`config.mk`:
```
export PLATFORM = sky130hd
export DESIGN_NAME = json_string_unescape_to_utf8_top
export DESIGN_NICKNAME = d
export VERILOG_FILES = /design/src/design/jsu_pkg.sv /design/src/design/jsu_front.sv /design/src/design/jsu_queue.sv /design/src/design/jsu_back.sv /design/src/design/json_string_unescape_to_utf8_top.sv
export SDC_FILE = /design/constraint.sdc
export NUM_CORES = 1
export LEC_CHECK = 0
export BUFFER_PORTS_ARGS = -buffer_cell sky130_fd_sc_hd__buf_2
export CORE_MARGIN = 2
export CORE_UTILIZATION = 30
export DETAILED_ROUTE_END_ITERATION = 7
export PLACE_DENSITY = 0.41
export SLEW_MARGIN = 20
export SYNTH_ARGS = -nofsm -noshare
export SYNTH_HDL_FRONTEND = slang
export SYNTH_HIERARCHICAL = 1
export SYNTH_SLANG_ARGS = --single-unit
```
`constraint.sdc`:
```
create_clock -name aclk -period 5.5 [get_ports aclk]
set_input_delay 0.275 -clock aclk [delete_from_list [all_inputs] [get_ports aclk]]
set_output_delay 0.275 -clock aclk [all_outputs]
set_load 0.005 [all_outputs]
```
`src/design/jsu_pkg.sv`:
```
`timescale 1ns / 1ps
`default_nettype none
// ----------------------------------------------------------------------------
// jsu_pkg
// Shared types and constants of the JSON string unescaper: channel payloads,
// the job record passed from the parser front end to the byte serialiser.
// ----------------------------------------------------------------------------
package jsu_pkg;

    // input and result payloads
    typedef struct packed {
        logic [7:0] in_byte;
        logic       token_end;
    } in_item_t;

    typedef struct packed {
        logic [7:0]  out_byte;
        logic        last_of_run;
        logic        is_terminator;
        logic [15:0] token_length;
    } out_item_t;

    // code points never exceed 21 bits, even for an unpaired low surrogate
    localparam int CP_BITS = 21;

    // one job: the bytes (0 to 4) and the optional terminator caused by one input byte
    typedef struct packed {
        logic [CP_BITS-1:0] cp;      // code point, or the raw byte when nbytes is one
        logic [2:0]         nbytes;
        logic               term;
        logic [15:0]        len;
    } job_t;

    // job queue
    localparam int QUEUE_AW    = 2;
    localparam int QUEUE_DEPTH = 1 << QUEUE_AW;

    // escape characters
    localparam logic [7:0] CH_BACKSLASH = 8'h5C;
    localparam logic [7:0] CH_QUOTE     = 8'h22;
    localparam logic [7:0] CH_SLASH     = 8'h2F;
    localparam logic [7:0] CH_LOWER_B   = 8'h62;
    localparam logic [7:0] CH_LOWER_F   = 8'h66;
    localparam logic [7:0] CH_LOWER_N   = 8'h6E;
    localparam logic [7:0] CH_LOWER_R   = 8'h72;
    localparam logic [7:0] CH_LOWER_T   = 8'h74;

    localparam logic [7:0] BYTE_BS = 8'h08;
    localparam logic [7:0] BYTE_FF = 8'h0C;
    localparam logic [7:0] BYTE_LF = 8'h0A;
    localparam logic [7:0] BYTE_CR = 8'h0D;
    localparam logic [7:0] BYTE_HT = 8'h09;

    localparam logic [15:0] SURR_HIGH_MIN = 16'hD800;
    localparam logic [15:0] SURR_HIGH_MAX = 16'hDBFF;
    // 0x10000 - 0xDC00, the fixed part of the pair combination
    localparam logic [CP_BITS-1:0] SURR_OFFSET = 21'h02400;

endpackage

`default_nettype wire

```
`src/design/jsu_front.sv`:
```
`timescale 1ns / 1ps
`default_nettype none
// ----------------------------------------------------------------------------
// jsu_front
// Parser front end: takes one string byte per transfer, tracks escapes, hex
// runs and UTF-8 continuations, and issues one job per byte that has output.
// ----------------------------------------------------------------------------
module jsu_front #(
    parameter int LENGTH_COUNT_BITS = 16
) (
    input  wire logic             aclk,
    input  wire logic             aresetn,
    input  wire logic             in_accept,
    input  wire jsu_pkg::in_item_t in_item,
    output logic                  push,
    output jsu_pkg::job_t         job
);
    import jsu_pkg::*;

    localparam int LB = LENGTH_COUNT_BITS;

    typedef enum logic [6:0] {
        MODE_PLAIN   = 7'b0000001,
        MODE_ESC     = 7'b0000010,
        MODE_HEX_HI  = 7'b0000100,
        MODE_SKIP_BS = 7'b0001000,
        MODE_SKIP_U  = 7'b0010000,
        MODE_HEX_LO  = 7'b0100000,
        MODE_CONT    = 7'b1000000
    } mode_t;

    function automatic logic [3:0] hex_value(input logic [7:0] d);
        logic [7:0] v;
        if (d >= 8'h61) begin
            v = d - 8'h57;
        end else if (d >= 8'h41) begin
            v = d - 8'h37;
        end else begin
            v = d - 8'h30;
        end
        return v[3:0];
    endfunction

    function automatic logic [2:0] enc_len(input logic [CP_BITS-1:0] cp);
        if (cp < 21'h00080) begin
            return 3'd1;
        end else if (cp < 21'h00800) begin
            return 3'd2;
        end else if (cp < 21'h10000) begin
            return 3'd3;
        end else begin
            return 3'd4;
        end
    endfunction

    // number of continuation bytes after a lead byte, zero beyond three
    function automatic logic [1:0] lead_cont(input logic [7:0] b);
        if (!b[6]) begin
            return 2'd0;
        end else if (!b[5]) begin
            return 2'd1;
        end else if (!b[4]) begin
            return 2'd2;
        end else if (!b[3]) begin
            return 2'd3;
        end else begin
            return 2'd0;
        end
    endfunction

    mode_t        mode_reg, mode_next;
    logic [1:0]   cnt_reg, cnt_next;
    logic [15:0]  high_reg, high_next;
    logic [15:0]  low_reg, low_next;
    logic [1:0]   cont_reg, cont_next;
    logic [LB-1:0] count_reg, count_next;

    logic [7:0]          b;
    logic [3:0]          hv;
    logic [15:0]         high_cat;
    logic [15:0]         low_cat;
    logic [CP_BITS-1:0]  sur_cp;
    logic [CP_BITS-1:0]  job_cp;
    logic [2:0]          job_n;
    logic [LB:0]         sum;
    logic [LB-1:0]       count_sat;
    logic [LB+15:0]      count_ext;

    assign b        = in_item.in_byte;
    assign hv       = hex_value(b);
    assign high_cat = {high_reg[11:0], hv};
    assign low_cat  = {low_reg[11:0], hv};
    // high unit is known to be in the high surrogate range here
    assign sur_cp   = {1'b0, high_reg[9:0], 10'b0} + {5'b0, low_cat} + SURR_OFFSET;

    always_comb begin
        mode_next = mode_reg;
        cnt_next  = cnt_reg;
        high_next = high_reg;
        low_next  = low_reg;
        cont_next = cont_reg;
        job_cp    = '0;
        job_n     = 3'd0;
        if (in_accept) begin
            case (mode_reg)
                MODE_ESC: begin
                    mode_next = MODE_PLAIN;
                    job_n     = 3'd1;
                    case (b)
                        CH_QUOTE:     job_cp = {13'b0, CH_QUOTE};
                        CH_SLASH:     job_cp = {13'b0, CH_SLASH};
                        CH_BACKSLASH: job_cp = {13'b0, CH_BACKSLASH};
                        CH_LOWER_B:   job_cp = {13'b0, BYTE_BS};
                        CH_LOWER_F:   job_cp = {13'b0, BYTE_FF};
                        CH_LOWER_N:   job_cp = {13'b0, BYTE_LF};
                        CH_LOWER_R:   job_cp = {13'b0, BYTE_CR};
                        CH_LOWER_T:   job_cp = {13'b0, BYTE_HT};
                        default: begin
                            // anything else opens a four digit hex run
                            job_n     = 3'd0;
                            mode_next = MODE_HEX_HI;
                            cnt_next  = 2'd0;
                            high_next = '0;
                        end
                    endcase
                end
                MODE_HEX_HI: begin
                    high_next = high_cat;
                    cnt_next  = cnt_reg + 2'd1;
                    if (cnt_reg == 2'd3) begin
                        if (high_cat >= SURR_HIGH_MIN && high_cat <= SURR_HIGH_MAX) begin
                            mode_next = MODE_SKIP_BS;
                        end else begin
                            mode_next = MODE_PLAIN;
                            job_cp    = {5'b0, high_cat};
                            job_n     = enc_len({5'b0, high_cat});
                        end
                    end
                end
                MODE_SKIP_BS: begin
                    mode_next = MODE_SKIP_U;
                end
                MODE_SKIP_U: begin
                    mode_next = MODE_HEX_LO;
                    cnt_next  = 2'd0;
                    low_next  = '0;
                end
                MODE_HEX_LO: begin
                    low_next = low_cat;
                    cnt_next = cnt_reg + 2'd1;
                    if (cnt_reg == 2'd3) begin
                        mode_next = MODE_PLAIN;
                        job_cp    = sur_cp;
                        job_n     = enc_len(sur_cp);
                    end
                end
                MODE_CONT: begin
                    job_cp    = {13'b0, b};
                    job_n     = 3'd1;
                    cont_next = cont_reg - 2'd1;
                    if (cont_reg == 2'd1) begin
                        mode_next = MODE_PLAIN;
                    end
                end
                default: begin
                    mode_next = MODE_PLAIN;
                    if (b == CH_BACKSLASH) begin
                        mode_next = MODE_ESC;
                    end else begin
                        job_cp = {13'b0, b};
                        job_n  = 3'd1;
                        if (b[7]) begin
                            cont_next = lead_cont(b);
                            if (lead_cont(b) != 2'd0) begin
                                mode_next = MODE_CONT;
                            end
                        end
                    end
                end
            endcase
            if (in_item.token_end) begin
                // open escapes and continuations are dropped at token end
                mode_next = MODE_PLAIN;
                cnt_next  = 2'd0;
                cont_next = 2'd0;
            end
        end
    end

    // saturating byte count, at most four added per transfer
    assign sum       = {1'b0, count_reg} + (LB+1)'(job_n);
    assign count_sat = sum[LB] ? {LB{1'b1}} : sum[LB-1:0];
    assign count_ext = {16'b0, count_sat};

    always_comb begin
        count_next = count_reg;
        if (in_accept) begin
            count_next = in_item.token_end ? '0 : count_sat;
        end
    end

    assign push       = in_accept && (job_n != 3'd0 || in_item.token_end);
    assign job.cp     = job_cp;
    assign job.nbytes = job_n;
    assign job.term   = in_item.token_end;
    assign job.len    = count_ext[15:0];

    always_ff @(posedge aclk) begin
        if (!aresetn) begin
            mode_reg  <= MODE_PLAIN;
            cnt_reg   <= '0;
            high_reg  <= '0;
            low_reg   <= '0;
            cont_reg  <= '0;
            count_reg <= '0;
        end else begin
            mode_reg  <= mode_next;
            cnt_reg   <= cnt_next;
            high_reg  <= high_next;
            low_reg   <= low_next;
            cont_reg  <= cont_next;
            count_reg <= count_next;
        end
    end

endmodule

`default_nettype wire

```
`src/design/jsu_queue.sv`:
```
`timescale 1ns / 1ps
`default_nettype none
// ----------------------------------------------------------------------------
// jsu_queue
// Short job queue between the parser and the serialiser; the head entry is
// visible to the serialiser until it is popped.
// ----------------------------------------------------------------------------
module jsu_queue (
    input  wire logic          aclk,
    input  wire logic          aresetn,
    input  wire logic          push,
    input  wire jsu_pkg::job_t push_job,
    input  wire logic          pop,
    output logic               full,
    output logic               not_empty,
    output jsu_pkg::job_t      head
);
    import jsu_pkg::*;

    localparam logic [QUEUE_AW:0]   FULL_COUNT = (QUEUE_AW+1)'(QUEUE_DEPTH);
    localparam logic [QUEUE_AW-1:0] PTR_ONE    = QUEUE_AW'(1);
    localparam logic [QUEUE_AW:0]   CNT_ONE    = (QUEUE_AW+1)'(1);

    job_t                mem_reg [QUEUE_DEPTH];
    logic [QUEUE_AW-1:0] wr_ptr_reg, wr_ptr_next;
    logic [QUEUE_AW-1:0] rd_ptr_reg, rd_ptr_next;
    logic [QUEUE_AW:0]   count_reg, count_next;

    assign full      = (count_reg == FULL_COUNT);
    assign not_empty = (count_reg != '0);
    assign head      = mem_reg[rd_ptr_reg];

    always_comb begin
        wr_ptr_next = push ? wr_ptr_reg + PTR_ONE : wr_ptr_reg;
        rd_ptr_next = pop  ? rd_ptr_reg + PTR_ONE : rd_ptr_reg;
        count_next  = count_reg;
        if (push && !pop) begin
            count_next = count_reg + CNT_ONE;
        end else if (pop && !push) begin
            count_next = count_reg - CNT_ONE;
        end
    end

    always_ff @(posedge aclk) begin
        if (push) begin
            mem_reg[wr_ptr_reg] <= push_job;
        end
    end

    always_ff @(posedge aclk) begin
        if (!aresetn) begin
            wr_ptr_reg <= '0;
            rd_ptr_reg <= '0;
            count_reg  <= '0;
        end else begin
            wr_ptr_reg <= wr_ptr_next;
            rd_ptr_reg <= rd_ptr_next;
            count_reg  <= count_next;
        end
    end

endmodule

`default_nettype wire

```
`src/design/jsu_back.sv`:
```
`timescale 1ns / 1ps
`default_nettype none
// ----------------------------------------------------------------------------
// jsu_back
// Serialiser: walks the head job one result per cycle unless stalled, UTF-8
// encoding the code point plus the terminator into a registered output stage.
// ----------------------------------------------------------------------------
module jsu_back (
    input  wire logic          aclk,
    input  wire logic          aresetn,
    input  wire logic          job_valid,
    input  wire jsu_pkg::job_t job,
    output logic               pop,
    output logic               m_valid,
    input  wire logic          m_ready,
    output jsu_pkg::out_item_t m_data
);
    import jsu_pkg::*;

    function automatic logic [7:0] enc_byte(input logic [CP_BITS-1:0] cp,
                                            input logic [2:0] n,
                                            input logic [1:0] idx);
        logic [7:0] r;
        r = cp[7:0];
        case (n)
            3'd2: begin
                r = (idx == 2'd0) ? {3'b110, cp[10:6]} : {2'b10, cp[5:0]};
            end
            3'd3: begin
                case (idx)
                    2'd0:    r = {4'b1110, cp[15:12]};
                    2'd1:    r = {2'b10, cp[11:6]};
                    default: r = {2'b10, cp[5:0]};
                endcase
            end
            3'd4: begin
                case (idx)
                    2'd0:    r = {5'b11110, cp[20:18]};
                    2'd1:    r = {2'b10, cp[17:12]};
                    2'd2:    r = {2'b10, cp[11:6]};
                    default: r = {2'b10, cp[5:0]};
                endcase
            end
            default: r = cp[7:0];
        endcase
        return r;
    endfunction

    logic [2:0] idx_reg, idx_next;
    logic       m_valid_reg, m_valid_next;
    out_item_t  m_data_reg, m_data_next;

    logic [2:0] total;
    logic       last;
    logic       term_now;
    logic       take;

    assign total    = job.nbytes + {2'b0, job.term};
    assign last     = (idx_reg == total - 3'd1);
    assign term_now = job.term && (idx_reg == job.nbytes);
    assign take     = job_valid && (!m_valid_reg || m_ready);
    assign pop      = take && last;

    always_comb begin
        idx_next     = idx_reg;
        m_valid_next = m_valid_reg;
        m_data_next  = m_data_reg;
        if (take) begin
            m_valid_next              = 1'b1;
            m_data_next.last_of_run   = last;
            m_data_next.is_terminator = term_now;
            if (term_now) begin
                m_data_next.out_byte     = '0;
                m_data_next.token_length = job.len;
            end else begin
                m_data_next.out_byte     = enc_byte(job.cp, job.nbytes, idx_reg[1:0]);
                m_data_next.token_length = '0;
            end
            idx_next = last ? 3'd0 : idx_reg + 3'd1;
        end else if (m_ready) begin
            m_valid_next = 1'b0;
        end
    end

    assign m_valid = m_valid_reg;
    assign m_data  = m_data_reg;

    always_ff @(posedge aclk) begin
        m_data_reg <= m_data_next;
    end

    always_ff @(posedge aclk) begin
        if (!aresetn) begin
            idx_reg     <= '0;
            m_valid_reg <= 1'b0;
        end else begin
            idx_reg     <= idx_next;
            m_valid_reg <= m_valid_next;
        end
    end

endmodule

`default_nettype wire

```
`src/design/json_string_unescape_to_utf8_top.sv`:
```
`timescale 1ns / 1ps
`default_nettype none
// ----------------------------------------------------------------------------
// json_string_unescape_to_utf8_top
// Unescapes a JSON string body byte stream into UTF-8 bytes and closes each
// token with a terminator result that carries the saturating byte count.
// ----------------------------------------------------------------------------
//  port group  | direction | payload
//  s_*         | in        | in_item_t  : in_byte, token_end
//  m_*         | out       | out_item_t : out_byte, last_of_run, is_terminator,
//              |           |              token_length
//
//  one input byte per cycle while s_ready is high; the parser finishes each byte
//  in the cycle it is taken and queues its job, the serialiser emits one result
//  per cycle unless m_ready stalls it; an input byte causing k results (k <= 5)
//  holds the serialiser until all k are out; results leave via the output register
//  s_ready drops only while the four entry job queue is full
//  synchronous reset clears parser state, queue and output stage at once
// ----------------------------------------------------------------------------
module json_string_unescape_to_utf8_top #(
    parameter int LENGTH_COUNT_BITS = 16
) (
    input  wire logic              aclk,
    input  wire logic              aresetn,
    input  wire logic              s_valid,
    output logic                   s_ready,
    input  wire jsu_pkg::in_item_t s_data,
    output logic                   m_valid,
    input  wire logic              m_ready,
    output jsu_pkg::out_item_t     m_data
);
    import jsu_pkg::*;

    logic q_full;
    logic q_not_empty;
    logic q_push;
    logic q_pop;
    job_t new_job;
    job_t head_job;
    logic in_accept;

    assign s_ready   = !q_full;
    assign in_accept = s_valid && s_ready;

    jsu_front #(
        .LENGTH_COUNT_BITS(LENGTH_COUNT_BITS)
    ) u_front (
        .aclk      (aclk),
        .aresetn   (aresetn),
        .in_accept (in_accept),
        .in_item   (s_data),
        .push      (q_push),
        .job       (new_job)
    );

    jsu_queue u_queue (
        .aclk      (aclk),
        .aresetn   (aresetn),
        .push      (q_push),
        .push_job  (new_job),
        .pop       (q_pop),
        .full      (q_full),
        .not_empty (q_not_empty),
        .head      (head_job)
    );

    jsu_back u_back (
        .aclk      (aclk),
        .aresetn   (aresetn),
        .job_valid (q_not_empty),
        .job       (head_job),
        .pop       (q_pop),
        .m_valid   (m_valid),
        .m_ready   (m_ready),
        .m_data    (m_data)
    );

endmodule

`default_nettype wire

```
==> flow_metrics.env <==
export IMPL_drive_gt1_share_pct=17.4
export IMPL_p_leak_nw=4.93
export IMPL_finalClockSkew_ns=0.0106
export IMPL_hold_buffers=0
export IMPL_die_width_um=207
export IMPL_final_cell_count_no_fill=1569
export IMPL_synth_ff_latch_count=254
export IMPL_worstHoldPathCells=3
export IMPL_worst_path_max_fanout=19
export IMPL_worst_pin_slew_ns=1.06
export IMPL_cp_required_ns=5.95
export IMPL_placement_rows=74
export IMPL_worstPathBufferInverterCount=2
export IMPL_cts_htree_levels=1
export IMPL_timing_critical_path_depth=17
export IMPL_ctsLongestPathBuffers=3
export IMPL_syn_mean_instance_area_um2=12.6
export IMPL_drt_wl_total_um=31000
export IMPL_gpl_final_weighted_congestion=0.789
export IMPL_slowest_delay_ns=0.60
export IMPL_clock_edge_transition_at_the_registers_on_the_reported_setup_and_hold_paths_ns=0.06
export IMPL_design_area_um2=14100
export IMPL_timing_fmax_mhz=210
export IMPL_result_of_the_run="finished clean"
export IMPL_avgViaCountPerCell=5.10
export IMPL_setup_viol=0
export IMPL_synth_edff_count=190
export IMPL_drt_first_iter_violations=489
export IMPL_first_pass_grt_wire_length_um=48400
export IMPL_final_hold_viol_count=0
export IMPL_crit_path_start_kind="flip-flop"
export IMPL_areaGrowthSynthToFinish_pct=13.7
export IMPL_cts_made_buffers=29
export IMPL_design_die_area_um2=42800
export IMPL_grt_antenna_before_repair=0
export IMPL_post_route_drc_count=0
export IMPL_critical_path_cell_chain="inv_1, ha_1, inv_1, ha_1, and3_1, a221oi_1, xor2_1, and3_1, o2111ai_1, nand2_1, ha_1, fa_1, a21oi_1, or3_1, nand2_1, a22o_1, and2_1"
export IMPL_synth_largest_type_area_fraction_pct=46.2
export IMPL_end_kind="flip-flop"
export IMPL_pin_count_of_the_biggest_net_entering_global_routing=56
export IMPL_largest_register_ffs=164
export IMPL_critPathMostFrequentCell="sky130_fd_sc_hd__ha_1"
export IMPL_synth_cell_area_um2=12400
export IMPL_netlist_top_cells_count="sky130_fd_sc_hd__edfxtp_1 (190), sky130_fd_sc_hd__dfxtp_1 (64), sky130_fd_sc_hd__nand2_1 (61), sky130_fd_sc_hd__nor2_1 (61), sky130_fd_sc_hd__inv_1 (45)"
export IMPL_routed_wire_per_std_cell_um=19.8
export IMPL_drt_pass1_iter_count=6
export IMPL_synth_top_cells_by_area="sky130_fd_sc_hd__edfxtp_1 (46%), sky130_fd_sc_hd__dfxtp_1 (10%), sky130_fd_sc_hd__mux4_2 (7.3%), sky130_fd_sc_hd__ha_1 (3.2%), sky130_fd_sc_hd__nand2_1 (1.9%)"
export IMPL_yosys_area_top_type="sky130_fd_sc_hd__edfxtp_1"
export IMPL_slew_viol_final=0
export IMPL_yosys_cell_types_count=86
export IMPL_via_count_of_the_first_global_routing_pass=7931
export IMPL_dpl_cell_count=1514
export IMPL_post_cts_resize_count=0
export IMPL_worstHoldPathType="input port to flip-flop"
export IMPL_numClockSinks=254
export IMPL_worst_r2r_cell_count=17
export IMPL_synth_most_common_cell="sky130_fd_sc_hd__edfxtp_1"
export IMPL_dr_total_vias=7997
export IMPL_detailed_place_area_um2=13000
export IMPL_timing_hold_ws_ns=0.0719
export IMPL_period_minus_slack_ns=4.76
export IMPL_hpwl_um=20800
export IMPL_max_slew_margin_pct=29.3
export IMPL_cpMaxStageDelayCell="sky130_fd_sc_hd__or3_1"
export IMPL_post_route_period_util_pct=86.5
export IMPL_worstSkewPairLatency_ns=0.56
export IMPL_global_route_overflow_total=0
export IMPL_max_cap_violations=0
export IMPL_warning_count_from_the_yosys_run=6
export IMPL_worstPathArrival_ns=5.21
export IMPL_die_height_um=207
export IMPL_yosysSeqAreaShare_pct=56.5
export IMPL_setup_worst_path_class="flip-flop to flip-flop"
export IMPL_timing_setup_tns_ns=0
export IMPL_peak_vdd_ir_mv=0.221
export IMPL_grtUsageTotal_pct=14.8
export IMPL_grt_setup_unrepaired="no"
export IMPL_synth_flop_cell="sky130_fd_sc_hd__edfxtp_1"
export IMPL_floorplan_initialDensity_pct=30.3
export IMPL_cell_at_the_root_of_the_clock_tree="sky130_fd_sc_hd__clkbuf_16"
export IMPL_post_cts_setup_buffers=0
export IMPL_cellPowerDensity_nw_per_um2=408
export IMPL_boundaryPins=41
export IMPL_proportion_of_synthesized_flip_flops_having_asynchronous_set_or_reset_pct=0
export IMPL_design_core_area_um2=40700
export IMPL_number_of_nets_still_failing_antenna_checks_after_routing=0
export IMPL_design_final_nets=1061
export IMPL_syn_nets=1030
export IMPL_synth_cells=982
export IMPL_crit_family="simple AND/OR/NAND/NOR gates"
export IMPL_clock_tree_from_tritoncts="done"
export IMPL_port_buffer_count=40
report_power, final:
group	switching, mW	internal (mW)	total, mW
registers	0.0911	2.43	2.52
clock network	0.773	1.27	2.05
logic	0.709	0.453	1.16
routing by layer:
metal | vias to the layer above | GRT usage, % | wire [µm]
li1 | 3804 | - | -
met1 | 4030 | 21.6 | 15400
met2 | 132 | 23.3 | 14000
met3 | 31 | 2.04 | 1190
met4 | 0 | 3.14 | 473
met5 | - | 0 | 0
logic make-up (layout without fill, tap and decap cells):
kind of cell | count (synthesis) | count (layout) | share of synthesized area, %
xor gates and xnor gates | 33 | 33 | 2.34
AOI/OAI and AO/OA | 201 | 201 | 11.2
muxes | 57 | 57 | 8.83
buffers and inverters | 106 | 160 | 4.38
other | 0 | 1 | 0
DFF | 254 | 254 | 56.5
and+or+nand+nor | 296 | 296 | 12.9
adders and majority gates | 35 | 35 | 3.73
worst paths after layout:
check | end | startpoint | slack, ns
hold reg to reg | u_front/cont_reg[1] | u_front/cont_reg[1] | 0.48
hold / removal | u_back/m_valid | m_ready | 0.07
setup reg to reg | u_front/count_reg[3] | u_front/high_reg[3] | 0.74
setup / recovery | u_front/count_reg[3] | u_front/high_reg[3] | 0.74
worst register-to-register path, cell delays in order, from the launching register on:
cell                        delay, ns
sky130_fd_sc_hd__dfxtp_1         0.38
sky130_fd_sc_hd__inv_1           0.06
sky130_fd_sc_hd__ha_1            0.27
sky130_fd_sc_hd__inv_1           0.04
sky130_fd_sc_hd__ha_1            0.35
sky130_fd_sc_hd__and3_1          0.19
sky130_fd_sc_hd__a221oi_1        0.38
sky130_fd_sc_hd__xor2_1          0.15
sky130_fd_sc_hd__and3_1          0.27
sky130_fd_sc_hd__o2111ai_1       0.14
sky130_fd_sc_hd__nand2_1         0.18
sky130_fd_sc_hd__ha_1            0.26
sky130_fd_sc_hd__fa_1            0.40
sky130_fd_sc_hd__a21oi_1         0.37
sky130_fd_sc_hd__or3_1           0.60
sky130_fd_sc_hd__nand2_1         0.24
sky130_fd_sc_hd__a22o_1          0.23
sky130_fd_sc_hd__and2_1          0.14
area by class of cell:
type,count,area (µm²)
Inverter,47,176
Multi-Input combinational cell,622,4840
Clock buffer,40,817
Fill cell,4039,26700
Timing Repair Buffer,59,355
Clock inverter,14,213
Antenna cell,1,2.50
Tap cell,532,666
Sequential cell,254,6990
stage by stage:
stage                     utilization [%]  worst slack, ns  total power [mW]
final                                34.5            0.743              5.73
after floorplan                         -             1.56              3.35
after detailed placement             32.0            0.687              3.75
after global placement               32.0            0.806              3.76
after CTS                            34.5            0.703              5.82
after global routing                 34.5            0.307              6.04
cells in the final DEF, fill, tap and decap left out, types with 27 or more instances in the layout:
| cell | n |
|---|---|
| sky130_fd_sc_hd__a21oi_1 | 43 |
| sky130_fd_sc_hd__nand2_1 | 61 |
| sky130_fd_sc_hd__nor2_1 | 61 |
| sky130_fd_sc_hd__ha_1 | 32 |
| sky130_fd_sc_hd__inv_1 | 45 |
| sky130_fd_sc_hd__edfxtp_1 | 190 |
| sky130_fd_sc_hd__mux4_2 | 40 |
| sky130_fd_sc_hd__and2_1 | 27 |
| sky130_fd_sc_hd__clkbuf_16 | 29 |
| sky130_fd_sc_hd__o21ai_0 | 30 |
| sky130_fd_sc_hd__buf_2 | 40 |
| sky130_fd_sc_hd__dfxtp_1 | 62 |
Note: power is estimated with default switching activity, not from simulation.
